`config.mk`:
```
export PLATFORM = sky130hd
export DESIGN_NAME = sample_rate_ratio_reducer_core
export DESIGN_NICKNAME = d
export VERILOG_FILES = /design/src/sv/srr_pkg.sv /design/src/sv/srr_divider.sv /design/src/sv/srr_datapath.sv /design/src/sv/srr_ctrl.sv /design/src/sv/sample_rate_ratio_reducer_core.sv
export SDC_FILE = /design/constraint.sdc
export NUM_CORES = 1
export LEC_CHECK = 0
export BUFFER_PORTS_ARGS = -buffer_cell sky130_fd_sc_hd__buf_2
export CAP_MARGIN = 20
export CORE_UTILIZATION = 45
export CTS_CLUSTER_SIZE = 8
export DETAILED_ROUTE_END_ITERATION = 12
export PLACE_DENSITY = 0.73
export SLEW_MARGIN = 20
export SYNTH_ARGS = -nofsm -noshare
export SYNTH_HDL_FRONTEND = slang
export SYNTH_SLANG_ARGS = --single-unit
export TNS_END_PERCENT = 1
```
`constraint.sdc`:
```
create_clock -name clock -period 12.7 [get_ports clock]
set_clock_uncertainty 0.05 [all_clocks]
set_input_delay 2.54 -clock clock [delete_from_list [all_inputs] [get_ports clock]]
set_output_delay 2.54 -clock clock [all_outputs]
set_load 0.05 [all_outputs]
```
`src/sv/srr_pkg.sv`:
```
// Shared types and constants for the sample rate ratio reducer.
// Depends on nothing; every other file imports this package.
package srr_pkg;

   localparam int RATE_BITS = 20;
   localparam int FIELD_W = 20;
   localparam int CNT_W = $clog2(RATE_BITS + 1);

   typedef logic [RATE_BITS-1:0] rate_type;
   typedef logic [FIELD_W-1:0] field_type;
   typedef logic [CNT_W-1:0] cnt_type;

   typedef struct packed {
      field_type source_rate;
      field_type target_rate;
   } req_word_type;

   typedef struct packed {
      field_type up_factor;
      field_type down_factor;
      logic rates_differ;
      logic bad_rates;
   } rsp_word_type;

   typedef enum logic [1:0] {
      OP_MOD = 2'd0,
      OP_UP = 2'd1,
      OP_DOWN = 2'd2
   } op_type;

   typedef struct packed {
      logic load;
      logic start;
      op_type start_op;
      logic take;
      op_type take_op;
      logic out_load;
   } cmd_type;

   typedef struct packed {
      logic both_zero;
      logic y_zero;
      logic div_done;
   } sts_type;

endpackage

```
`src/sv/srr_divider.sv`:
```
// Restoring serial divider, one quotient bit per cycle.
// Depends on srr_pkg.
module srr_divider (
   input logic clock,
   input logic reset,
   input logic start,
   input srr_pkg::rate_type dividend,
   input srr_pkg::rate_type divisor,
   output logic done,
   output srr_pkg::rate_type quotient,
   output srr_pkg::rate_type remainder
);
   import srr_pkg::*;

   rate_type rem_ff, rem_in;
   rate_type quo_ff, quo_in;
   rate_type div_ff, div_in;
   cnt_type cnt_ff, cnt_in;
   logic busy_ff, busy_in;
   logic done_ff, done_in;

   logic [RATE_BITS:0] trial;
   logic [RATE_BITS:0] diff;

   always_comb begin
      trial = {rem_ff, quo_ff[RATE_BITS-1]};
      diff = trial - {1'b0, div_ff};
      rem_in = rem_ff;
      quo_in = quo_ff;
      div_in = div_ff;
      cnt_in = cnt_ff;
      busy_in = busy_ff;
      done_in = done_ff;
      if (start) begin
         rem_in = '0;
         quo_in = dividend;
         div_in = divisor;
         cnt_in = CNT_W'(RATE_BITS);
         busy_in = 1'b1;
         done_in = 1'b0;
      end else if (busy_ff) begin
         if (trial >= {1'b0, div_ff}) begin
            rem_in = diff[RATE_BITS-1:0];
            quo_in = {quo_ff[RATE_BITS-2:0], 1'b1};
         end else begin
            rem_in = trial[RATE_BITS-1:0];
            quo_in = {quo_ff[RATE_BITS-2:0], 1'b0};
         end
         cnt_in = cnt_ff - CNT_W'(1);
         if (cnt_ff == CNT_W'(1)) begin
            busy_in = 1'b0;
            done_in = 1'b1;
         end
      end
   end

   always_ff @(posedge clock) begin
      rem_ff <= rem_in;
      quo_ff <= quo_in;
      div_ff <= div_in;
      cnt_ff <= cnt_in;
      if (reset) begin
         busy_ff <= 1'b0;
         done_ff <= 1'b0;
      end else begin
         busy_ff <= busy_in;
         done_ff <= done_in;
      end
   end

   assign done = done_ff;
   assign quotient = quo_ff;
   assign remainder = rem_ff;

   a_start_clears_done: assert property (@(posedge clock) disable iff (reset)
      start |=> !done_ff && busy_ff)
      else $error("divider did not restart");
   a_done_not_busy: assert property (@(posedge clock) disable iff (reset)
      done_ff |-> !busy_ff)
      else $error("divider done while busy");
   a_rem_below_div: assert property (@(posedge clock) disable iff (reset)
      $rose(done_ff) |-> rem_ff < div_ff)
      else $error("divider remainder not reduced");

endmodule

```
`src/sv/srr_datapath.sv`:
```
// Datapath: operand registers, Euclid step, factor registers and result word.
// Depends on srr_pkg and srr_divider.
module srr_datapath (
   input logic clock,
   input logic reset,
   input srr_pkg::cmd_type cmd,
   output srr_pkg::sts_type sts,
   input srr_pkg::req_word_type req_payload,
   output srr_pkg::rsp_word_type rsp_payload
);
   import srr_pkg::*;

   rate_type src_ff, dst_ff, x_ff, y_ff, up_ff, down_ff;
   rsp_word_type out_ff;
   rate_type dividend, divisor, quotient, remainder;
   logic div_done;

   always_comb begin
      case (cmd.start_op)
         OP_MOD: begin
            dividend = x_ff;
            divisor = y_ff;
         end
         OP_UP: begin
            dividend = dst_ff;
            divisor = x_ff;
         end
         OP_DOWN: begin
            dividend = src_ff;
            divisor = x_ff;
         end
         default: begin
            dividend = x_ff;
            divisor = y_ff;
         end
      endcase
   end

   srr_divider u_divider (
      .clock(clock),
      .reset(reset),
      .start(cmd.start),
      .dividend(dividend),
      .divisor(divisor),
      .done(div_done),
      .quotient(quotient),
      .remainder(remainder)
   );

   always_ff @(posedge clock) begin
      if (cmd.load) begin
         src_ff <= RATE_BITS'(req_payload.source_rate);
         dst_ff <= RATE_BITS'(req_payload.target_rate);
         x_ff <= RATE_BITS'(req_payload.source_rate);
         y_ff <= RATE_BITS'(req_payload.target_rate);
         up_ff <= '0;
         down_ff <= '0;
      end else if (cmd.take) begin
         case (cmd.take_op)
            OP_MOD: begin
               x_ff <= y_ff;
               y_ff <= remainder;
            end
            OP_UP: up_ff <= quotient;
            OP_DOWN: down_ff <= quotient;
            default: ;
         endcase
      end
      if (cmd.out_load) begin
         out_ff.up_factor <= FIELD_W'(up_ff);
         out_ff.down_factor <= FIELD_W'(down_ff);
         out_ff.rates_differ <= (src_ff != dst_ff);
         out_ff.bad_rates <= (src_ff == '0) && (dst_ff == '0);
      end
   end

   assign sts.both_zero = (src_ff == '0) && (dst_ff == '0);
   assign sts.y_zero = (y_ff == '0);
   assign sts.div_done = div_done;
   assign rsp_payload = out_ff;

endmodule

```
`src/sv/srr_ctrl.sv`:
```
// Controller: sequences the Euclid loop and the two final divisions,
// and owns the result valid flag. Depends on srr_pkg.
module srr_ctrl (
   input logic clock,
   input logic reset,
   input logic req_valid,
   output logic req_stall,
   output logic rsp_valid,
   input logic rsp_stall,
   output srr_pkg::cmd_type cmd,
   input srr_pkg::sts_type sts
);
   import srr_pkg::*;

   typedef enum logic [4:0] {
      ST_IDLE = 5'b00001,
      ST_CHECK = 5'b00010,
      ST_DIV = 5'b00100,
      ST_FINISH = 5'b01000,
      ST_SPARE = 5'b10000
   } state_type;

   state_type state_ff, state_in;
   op_type op_ff, op_in;
   logic rsp_valid_ff, rsp_valid_in;

   always_comb begin
      state_in = state_ff;
      op_in = op_ff;
      cmd = '0;
      cmd.start_op = OP_MOD;
      cmd.take_op = op_ff;
      rsp_valid_in = rsp_valid_ff && rsp_stall;
      case (state_ff)
         ST_IDLE: begin
            if (req_valid) begin
               cmd.load = 1'b1;
               state_in = ST_CHECK;
            end
         end
         ST_CHECK: begin
            if (sts.both_zero) begin
               state_in = ST_FINISH;
            end else if (sts.y_zero) begin
               cmd.start = 1'b1;
               cmd.start_op = OP_UP;
               op_in = OP_UP;
               state_in = ST_DIV;
            end else begin
               cmd.start = 1'b1;
               cmd.start_op = OP_MOD;
               op_in = OP_MOD;
               state_in = ST_DIV;
            end
         end
         ST_DIV: begin
            if (sts.div_done) begin
               cmd.take = 1'b1;
               case (op_ff)
                  OP_MOD: state_in = ST_CHECK;
                  OP_UP: begin
                     cmd.start = 1'b1;
                     cmd.start_op = OP_DOWN;
                     op_in = OP_DOWN;
                  end
                  default: state_in = ST_FINISH;
               endcase
            end
         end
         ST_FINISH: begin
            if (!rsp_valid_ff || !rsp_stall) begin
               cmd.out_load = 1'b1;
               rsp_valid_in = 1'b1;
               state_in = ST_IDLE;
            end
         end
         default: state_in = ST_IDLE;
      endcase
   end

   always_ff @(posedge clock) begin
      if (reset) begin
         state_ff <= ST_IDLE;
         op_ff <= OP_MOD;
         rsp_valid_ff <= 1'b0;
      end else begin
         state_ff <= state_in;
         op_ff <= op_in;
         rsp_valid_ff <= rsp_valid_in;
      end
   end

   assign req_stall = (state_ff != ST_IDLE);
   assign rsp_valid = rsp_valid_ff;

   a_out_load_free: assert property (@(posedge clock) disable iff (reset)
      cmd.out_load |-> (!rsp_valid_ff || !rsp_stall))
      else $error("result word overwritten while waiting");
   a_take_on_done: assert property (@(posedge clock) disable iff (reset)
      cmd.take |-> sts.div_done)
      else $error("divider result taken before done");
   a_accept_to_check: assert property (@(posedge clock) disable iff (reset)
      (req_valid && !req_stall) |=> state_ff == ST_CHECK)
      else $error("accepted word not checked");

endmodule

```
`src/sv/sample_rate_ratio_reducer_core.sv`:
```
// Top level of the sample rate ratio reducer: controller plus datapath.
// Depends on srr_pkg, srr_ctrl and srr_datapath.
//
//   Channel  Direction  Word           Handshake
//   req      in         req_word_type  req_valid / req_stall
//   rsp      out        rsp_word_type  rsp_valid / rsp_stall
//
// The Euclid steps and the two final divisions share one serial divider,
// one bit per cycle. Both rates zero skips the divider.
// Reset is synchronous and clears the controller and divider control state.
// A finished result waits in the output register while the next word is taken.
module sample_rate_ratio_reducer_core (
   input logic clock,
   input logic reset,
   input logic req_valid,
   output logic req_stall,
   input srr_pkg::req_word_type req_payload,
   output logic rsp_valid,
   input logic rsp_stall,
   output srr_pkg::rsp_word_type rsp_payload
);
   import srr_pkg::*;

   cmd_type cmd;
   sts_type sts;

   srr_ctrl u_ctrl (
      .clock(clock),
      .reset(reset),
      .req_valid(req_valid),
      .req_stall(req_stall),
      .rsp_valid(rsp_valid),
      .rsp_stall(rsp_stall),
      .cmd(cmd),
      .sts(sts)
   );

   srr_datapath u_datapath (
      .clock(clock),
      .reset(reset),
      .cmd(cmd),
      .sts(sts),
      .req_payload(req_payload),
      .rsp_payload(rsp_payload)
   );

endmodule
```
==> results of run 1 <==
-- layout make-up --
cell class,count,area (µm²),area share (%)
flip-flops and latches,236,6350,51.1
multi-input cells,662,4030,32.4
clock buffers,61,1020,8.18
repair buffers,97,514,4.14
well taps,319,399,3.21
inverters,31,118,0.946
clock inverters,1,5.00,0.0403
-- registers in the layout (all words and copies together), names as in the netlist --
register                        cells
u_datapath.src_ff                  20
u_datapath.down_ff                 20
u_ctrl.op_ff                        2
u_datapath.u_divider.remainder     20
u_ctrl.rsp_valid                    1
u_datapath.u_divider.busy_ff        1
u_datapath.u_divider.done           1
u_datapath.y_ff                    20
u_datapath.u_divider.cnt_ff         5
u_datapath.up_ff                   20
u_datapath.u_divider.div_ff        20
u_datapath.rsp_payload             42
u_datapath.u_divider.quotient      20
u_datapath.x_ff                    20
u_ctrl.state_ff                     4
u_datapath.dst_ff                  20
-- routing by layer --
| metal | wire, µm | track usage, % | up-vias |
|---|---|---|---|
| li1 | - | - | 3690 |
| met1 | 10500 | 26.0 | 3468 |
| met2 | 11200 | 32.8 | 239 |
| met3 | 1170 | 3.61 | 60 |
| met4 | 944 | 9.38 | 0 |
| met5 | 0 | 0 | - |
-- cell usage after synthesis, drive strengths merged, types with 5 or more instances --
cell type	number
edfxtp	162
or3	5
buf	17
mux2i	27
inv	31
ha	24
xnor2	24
dfxtp	74
a22oi	21
o21a	5
o211ai	8
nand2b	11
o21ai	47
nand4	9
a21o	13
mux2	20
nor4	19
nor4b	5
nand3	12
nand2	199
a21oi	74
nor3	8
clkbuf	35
nor2	62
a211oi	10
xor2	12
-- power groups by stage --
stage	combinational (mW)	sequential, mW	clock, mW
global placement	0.545	1.01	0
CTS	0.561	0.997	0.860
global route	0.637	1.01	0.900
finish	0.568	1.00	0.846
detailed placement	0.557	1.01	0
floorplan	0.456	0.982	0
-- metrics by stage --
| step | total power [mW] | hold slack [ps] | std cells | utilization, % | area, µm² |
|---|---|---|---|---|---|
| after global routing | 2.54 | 394 | 1407 | 53.1 | 12400 |
| after CTS | 2.42 | 373 | 1406 | 53.1 | 12400 |
| after global placement | 1.55 | 364 | 1344 | 48.7 | 11400 |
| final | 2.41 | 372 | 1407 | 53.1 | 12400 |
| after floorplan | 1.44 | 358 | 981 | - | 10700 |
| after detailed placement | 1.57 | 367 | 1344 | 48.7 | 11400 |
-- worst max path at each step --
stage | cells past startpoint | end | startpoint | slack [ps]
global placement | 7 | u_datapath.y_ff[0] | req_valid | 7810
finish | 7 | u_datapath.y_ff[0] | req_valid | 8260
floorplan | 1 | u_datapath.rsp_payload[0] | rsp_stall | 7630
global route | 7 | u_datapath.y_ff[0] | req_valid | 8090
detailed placement | 7 | u_datapath.y_ff[0] | req_valid | 7750
CTS | 7 | u_datapath.y_ff[0] | req_valid | 8260
-- cell families (layout without fill, tap and decap cells) --
group                    Yosys count  count (layout)
flip-flops                       236             236
XOR/XNOR                          36              36
buffers and inverters             83             190
AO/OA/AOI/OAI                    202             202
AND/OR/NAND/NOR                  352             352
multiplexers                      47              47
adder cells (fa/ha/maj)           25              25
==> impl_metrics.toml, run 1 <==
[outcome]
status = "completed"

[worst_hold_path]
hold_path_end = "u_datapath.rsp_payload[37]"
holdPathStages = 0
hold_path.class = "reg -> reg"
worstHoldStart = "u_datapath.up_ff[15]"

[drt]
antenna_left = 0
remaining_drc_errors = 0
drt_iter0_drc = 493
vias = 7457
postRouteWirelength_mm = 23.8
wl_per_cell_um = 16.9
detail_route.first_pass.iterations = 5
routed_via_density = 5.30

[timing]
totalNegativeSetupSlack_ps = 0
hold_viol_final = 0
drv_slew = 0
setup-violations-final = 0
period_minus_slack_ps = 4440
max-slew-margin-rel_pct = 29.3
min_period_over_period_pct = 34.9
rsz0062_at_grt = "false"
tightestPinTransition_ps = 1060
clock.fmax_mhz = 225
worst_slack_ps = 8260

[setup_path]
cp_slowest_cell = "clkinv_2"
critPathKind = "in -> reg"
worstRegToRegCells = 10
rr_startpoint = "u_datapath.dst_ff[5]"
path_buf_inv = 4
critical_path_arrival_ps = 4600
cp_max_fo = 77
crit_path_start_kind = "input port"
crit_family = "buffers and inverters"
cp_cell_sequence = "buf_2 -> nand2_1 -> buf_4 -> clkinv_2 -> buf_4 -> nand2_1 -> o21ai_0"
rr_endpoint = "u_datapath.u_divider.quotient[0]"
required_ps = 12860
cp-end-kind = "flip-flop"
cpPeakStageDelay_ps = 610
reg2reg_slack_ps = 8710

[grt]
antenna_found_initial = 0
grt_first_pass_wirelength_mm = 37.9
grt_max_degree = 78
grt_pass1_vias = 7053
overflow = 0
grt_usage_pct = 20.1

[yosys]
postSynthCellCount = 981
yosys.area.top_type = "edfxtp_1"
synth_area_mm2 = 0.0107
synthXorXnorAreaFrac_pct = 2.95
synthSimpleGateAreaFrac_pct = 14.7
synth_edf_count = 162
synth_nets = 1050
ys.flop_type = "edfxtp_1"
synth_top_area_share_pct = 45.5
synthArstFlopShare_pct = 0
synth.area.top_cells = "edfxtp_1 (46%), dfxtp_1 (14%), nand2_1 (7.0%)"
synth_top_family_by_area = "simple AND/OR/NAND/NOR gates"
synth-seq-area-share_pct = 59.4
yosysUniqueCellTypes = 65
synthAdderAreaFrac_pct = 3.00
syn-mean-instance-area_um2 = 10.9
muxShareOfSynthArea_pct = 4.63
ys_seq_elements = 236
synth_warnings = 0
synth-compound-area-share_pct = 12.2

[placement]
portBuffers = 87
finalWeightedCongestion = 0.852
hpwl_mm = 16.8
dp_slack_ps = 7750

[cts]
cts_tree = "done"
clock_latency_ps = 490
numCtsBuffers = 35
hold_buffers = 0
post-cts-setup-buffer-count = 0
cts.htree.levels = 2
clk_pin_slew_ps = 50
cts_resized = 0
clock_tree.root_cell = "clkbuf_16"
cts.path.max_buffers = 3
clock_sinks = 236

[cells_and_area]
fin_nets = 1132
layout_common_cells = "nand2_1 (199), edfxtp_1 (162), buf_2 (87)"
fillCellCount = 2076
layout_commonest_cell = "nand2_1"
layout-drive-gt1-share_pct = 15.9
diodes = 0
area_growth_pct = 16.2

[power]
p_clk_share_pct = 35.0
ir_drop_v = 0.0000772
seq_power_share_pct = 41.4
powerDensity_mw_per_mm2 = 194
p_sw_mw = 0.722
p_int_mw = 1.69
p_sw_share_pct = 29.9
p_leak_nw = 4.90
p_comb_share_pct = 23.5

[die]
rows = 56
die_x_um = 156
dieArea_mm2 = 0.0244
core-area_mm2 = 0.0234
start_util_pct = 45.7
ios = 88
fp.dieH_um = 156

[flow_run]
max-cap-violations = 0
No activity file was read; power rests on OpenSTA's default activity.
==> run 2, diff against run 1 <==
clock period = 4.23 ns   (was 12.7 ns; I/O delays follow)
==> impl_metrics.toml, run 2 (synthesis results as in run 1) <==
[outcome]
status = "completed"

[drt]
detail_route.first_pass.iterations = 6
remaining_drc_errors = 0
routed_via_density = 5.37
wl_per_cell_um = 17.3
postRouteWirelength_mm = 24.5
drt_iter0_drc = 560
vias = 7588
antenna_left = 0

[placement]
hpwl_mm = 17.2
place_area_mm2 = 0.0115
finalWeightedCongestion = 0.887
portBuffers = 87

[power]
powerDensity_mw_per_mm2 = 585
p_leak_nw = 4.94
ir_drop_v = 0.000251
p_sw_share_pct = 29.7
power_mw = 7.31
p_sw_mw = 2.17
p_int_mw = 5.14
p_clk_share_pct = 35.8
seq_power_share_pct = 41.0
p_comb_share_pct = 23.2

[timing]
drv_slew = 0
totalNegativeSetupSlack_ps = 0
tightestPinTransition_ps = 840
hold_viol_final = 0
clock.fmax_mhz = 284
min_period_over_period_pct = 83.4
rsz0062_at_grt = "false"
max-slew-margin-rel_pct = 44.0
period_minus_slack_ps = 3530
whs_ps = 375
setup-violations-final = 0

[cells_and_area]
area_growth_pct = 16.9
layout_commonest_cell = "nand2_1"
largest_reg_flops = 42
fin_nets = 1137
finish.instance_area_mm2 = 0.0125
postLayoutCoreUtil_pct = 53.4
layout-drive-gt1-share_pct = 16.3
diodes = 0
layout_common_cells = "nand2_1 (199), edfxtp_1 (162), buf_2 (87)"
fillCellCount = 2047

[die]
core-area_mm2 = 0.0234
die_x_um = 156
start_util_pct = 45.7
dieArea_mm2 = 0.0244
rows = 56
ios = 88
fp.dieH_um = 156

[cts]
hold_buffers = 0
cts.path.max_buffers = 3
cts.htree.levels = 2
cts_resized = 0
clock_sinks = 236
clk_pin_slew_ps = 50
clock_tree.root_cell = "clkbuf_16"
cts_tree = "done"
post-cts-setup-buffer-count = 0
numCtsBuffers = 35
clock_latency_ps = 490

[setup_path]
crit_path_start_kind = "flip-flop"
critPathKind = "reg -> reg"
cp_max_fo = 42
worstRegToRegCells = 9
required_ps = 4420
critical_path_arrival_ps = 3720
cp-end-kind = "flip-flop"

[grt]
grt_usage_pct = 20.6
grt_max_degree = 63
overflow = 0
antenna_found_initial = 0
grt_pass1_vias = 7126
grt_first_pass_wirelength_mm = 38.9

[flow_run]
max-cap-violations = 0

[worst_hold_path]
hold_path.class = "reg -> reg"
holdPathStages = 0
## run 2: cell count changes in the layout (fill, tap and decap cells not counted), sizes merged
cell	previous run	this run
clkinv	2	1
bufinv	0	1
buf	97	102
## run 2: layout make-up
type / instances / area (µm²) / share of cell area [%]
clock buffer: 61 / 1020 / 8.13
clock inverter: 1 / 30.0 / 0.240
inverter: 31 / 118 / 0.941
multi-input combinational: 662 / 4030 / 32.2
sequential: 236 / 6350 / 50.8
tap: 319 / 399 / 3.19
timing repair buffer: 102 / 561 / 4.48
## run 2: per-stage QoR
stage / std cells / setup WS (ps)
after floorplan: 981 / 608
after global placement: 1350 / 895
after detailed placement: 1350 / 770
after CTS: 1412 / 760
after global routing: 1412 / 534
final: 1412 / 704
## run 2: power groups by stage
stage / clock [mW] / combinational (mW) / sequential (mW)
after floorplan: 0 / 1.37 / 2.95
after global placement: 0 / 1.66 / 3.02
after CTS: 2.64 / 1.69 / 2.99
final: 2.62 / 1.69 / 3.00
after detailed placement: 0 / 1.68 / 3.03
after global routing: 2.75 / 1.90 / 3.03
## run 2: per-layer routing
| layer | track usage [%] | routed length, µm | up-vias |
|---|---|---|---|
| met5 | 0 | 0 | - |
| met4 | 7.70 | 716 | 0 |
| met3 | 3.00 | 1290 | 53 |
| met2 | 35.2 | 12000 | 256 |
| met1 | 26.5 | 10400 | 3573 |
| li1 | - | - | 3706 |
## run 2: path summary, 6_finish.rpt
kind	start	slack [ps]	end
hold reg to reg	u_datapath.up_ff[16]	380	u_datapath.rsp_payload[38]
hold / removal	u_datapath.up_ff[16]	380	u_datapath.rsp_payload[38]
setup / recovery	u_datapath.src_ff[5]	700	u_datapath.u_divider.div_ff[2]
setup reg to reg	u_datapath.src_ff[5]	700	u_datapath.u_divider.div_ff[2]
## run 2: worst max-delay path, stage by stage (launching register included)
cell and delay, ps:
edfxtp_1 440, nor4_1 430, nand4_1 140, nor3_1 480
nand2b_1 250, or3_1 190, inv_1 70, ha_2 610
buf_12 260, mux2_2 350
==> run 3, diff against run 2 <==
clock period = 3.35 ns   (was 4.23 ns; I/O delays follow)
==> impl_metrics.toml, run 3 (synthesis results as in run 1) <==
[die]
start_util_pct = 45.7
rows = 56
core-area_mm2 = 0.0234
die_x_um = 156
dieArea_mm2 = 0.0244
ios = 88
fp.dieH_um = 156

[timing]
hold_viol_final = 0
period_minus_slack_ps = 3110
clock.fmax_mhz = 322
min_period_over_period_pct = 92.8
tightestPinTransition_ps = 712
totalNegativeSetupSlack_ps = 0
max-slew-margin-rel_pct = 51.9
rsz0062_at_grt = "false"
drv_slew = 0
setup-violations-final = 0
worst_slack_ps = 241

[placement]
hpwl_mm = 16.9
dp.cells = 1355
portBuffers = 87
finalWeightedCongestion = 0.910
dp_slack_ps = 237

[drt]
postRouteWirelength_mm = 23.8
drt-met1-wl_mm = 10.3
drt_iter0_drc = 460
wl_met2_mm = 11.4
highest_layer = "met4"
remaining_drc_errors = 0
routed_via_density = 5.32
vias = 7539
antenna_left = 0
wl_met3_mm = 1.15
detail_route.first_pass.iterations = 5
wl_per_cell_um = 16.8

[setup_path]
cp_max_fo = 60
reg2reg_slack_ps = 240
cp_slowest_cell = "edfxtp_1"
crit_path_start_kind = "flip-flop"
cp_cell_sequence = "nor4_1 -> nand4_1 -> nor3_1 -> buf_4 -> nand2b_1 -> or3_1 -> inv_1 -> ha_2 -> buf_12 -> mux2_2"
required_ps = 3530
critical_path_arrival_ps = 3290
rr_endpoint = "u_datapath.u_divider.div_ff[13]"
worstRegToRegCells = 10
rr_startpoint = "u_datapath.dst_ff[4]"
critPathKind = "reg -> reg"
cpPeakStageDelay_ps = 510
cp-end-kind = "flip-flop"

[cells_and_area]
largest_reg_flops = 42
diodes = 0
fin_nets = 1142
area_growth_pct = 17.4
fin_cells = 1416
layout_common_cells = "nand2_1 (199), edfxtp_1 (162), buf_2 (87)"
layout_commonest_cell = "nand2_1"
layout-drive-gt1-share_pct = 16.9

[grt]
grt_first_pass_wirelength_mm = 38.3
grt_usage_pct = 20.3
grt_pass1_vias = 7160
antenna_found_initial = 0
overflow = 0
grt_max_degree = 70

[worst_hold_path]
hold_path_end = "u_datapath.dst_ff[0]"
worstHoldStart = "req_payload[0]"
holdPathStages = 1
hold_path.class = "in -> reg"

[cts]
clock_sinks = 236
clock_tree.root_cell = "clkbuf_16"
clk_pin_slew_ps = 50
cts.htree.levels = 2
cts.path.max_buffers = 3
numCtsBuffers = 35
hold_buffers = 0
cts_tree = "done"
clock_latency_ps = 500

[power]
p_leak_nw = 4.97
powerDensity_mw_per_mm2 = 735
power_mw = 9.23
ir_drop_v = 0.000303

[outcome]
status = "completed"

[flow_run]
max-cap-violations = 0
-- run 3: cell types whose count changed in the layout (fill, tap and decap cells not counted), sizes merged --
cell	before	now
buf	102	107
clkbuf	61	60
-- run 3: what timing repair did --
item,CTS,global route
gates resized for setup,0,2
buffers inserted,0,0
hold endpoints to repair,0,0
endpoints found under the setup margin,0,18
-- run 3: critical path, delay by kind of cell (launching register included) --
family,cells,cell delay (ps)
DFF,1,510
adders and majority gates,1,330
buffers and inverters,3,470
and+or+nand+nor,5,1090
muxes,1,390
-- run 3: routing by layer --
layer	GRT usage (%)	vias up
met4	9.52	0
met2	33.4	224
met3	3.97	63
li1	-	3717
met5	0	-
met1	25.6	3535
-- run 3: area by class of cell --
type                       instances  area (µm²)
clock buffer                      60        1010
inverter                          31         118
sequential                       236        6350
clock inverter                     1        30.0
timing repair buffer             107         611
multi-input combinational        662        4040
fill                            2026       10800
tap                              319         399
-- run 3: report_power, final --
part	total, mW	leakage (nW)	internal, mW	switching [mW]
sequential	3.79	2.12	3.49	0.295
clock	3.26	0.497	2.10	1.15
combinational	2.18	2.35	0.919	1.26
-- run 3: how the worst max path moves through the flow --
| stage | startpoint | to | slack, ps |
|---|---|---|---|
| finish | u_datapath.dst_ff[4] | u_datapath.u_divider.div_ff[13] | 240 |
| global route | u_datapath.dst_ff[4] | u_datapath.u_divider.quotient[16] | 90 |
| CTS | u_datapath.src_ff[5] | u_datapath.u_divider.quotient[4] | 210 |
| detailed placement | u_datapath.src_ff[4] | u_datapath.u_divider.quotient[4] | 240 |
| global placement | u_datapath.src_ff[4] | u_datapath.u_divider.div_ff[13] | 360 |
| floorplan | u_ctrl.state_ff[0] | u_datapath.rsp_payload[0] | -270 |
-- run 3: stage by stage --
stage               hold WS, ps  instance area (µm²)  util (%)
floorplan                   358                10700         -
finish                      321                12600      53.6
CTS                         309                12500      53.6
global placement            365                11500      49.1
global route                307                12600      53.6
detailed placement          366                11500      49.1
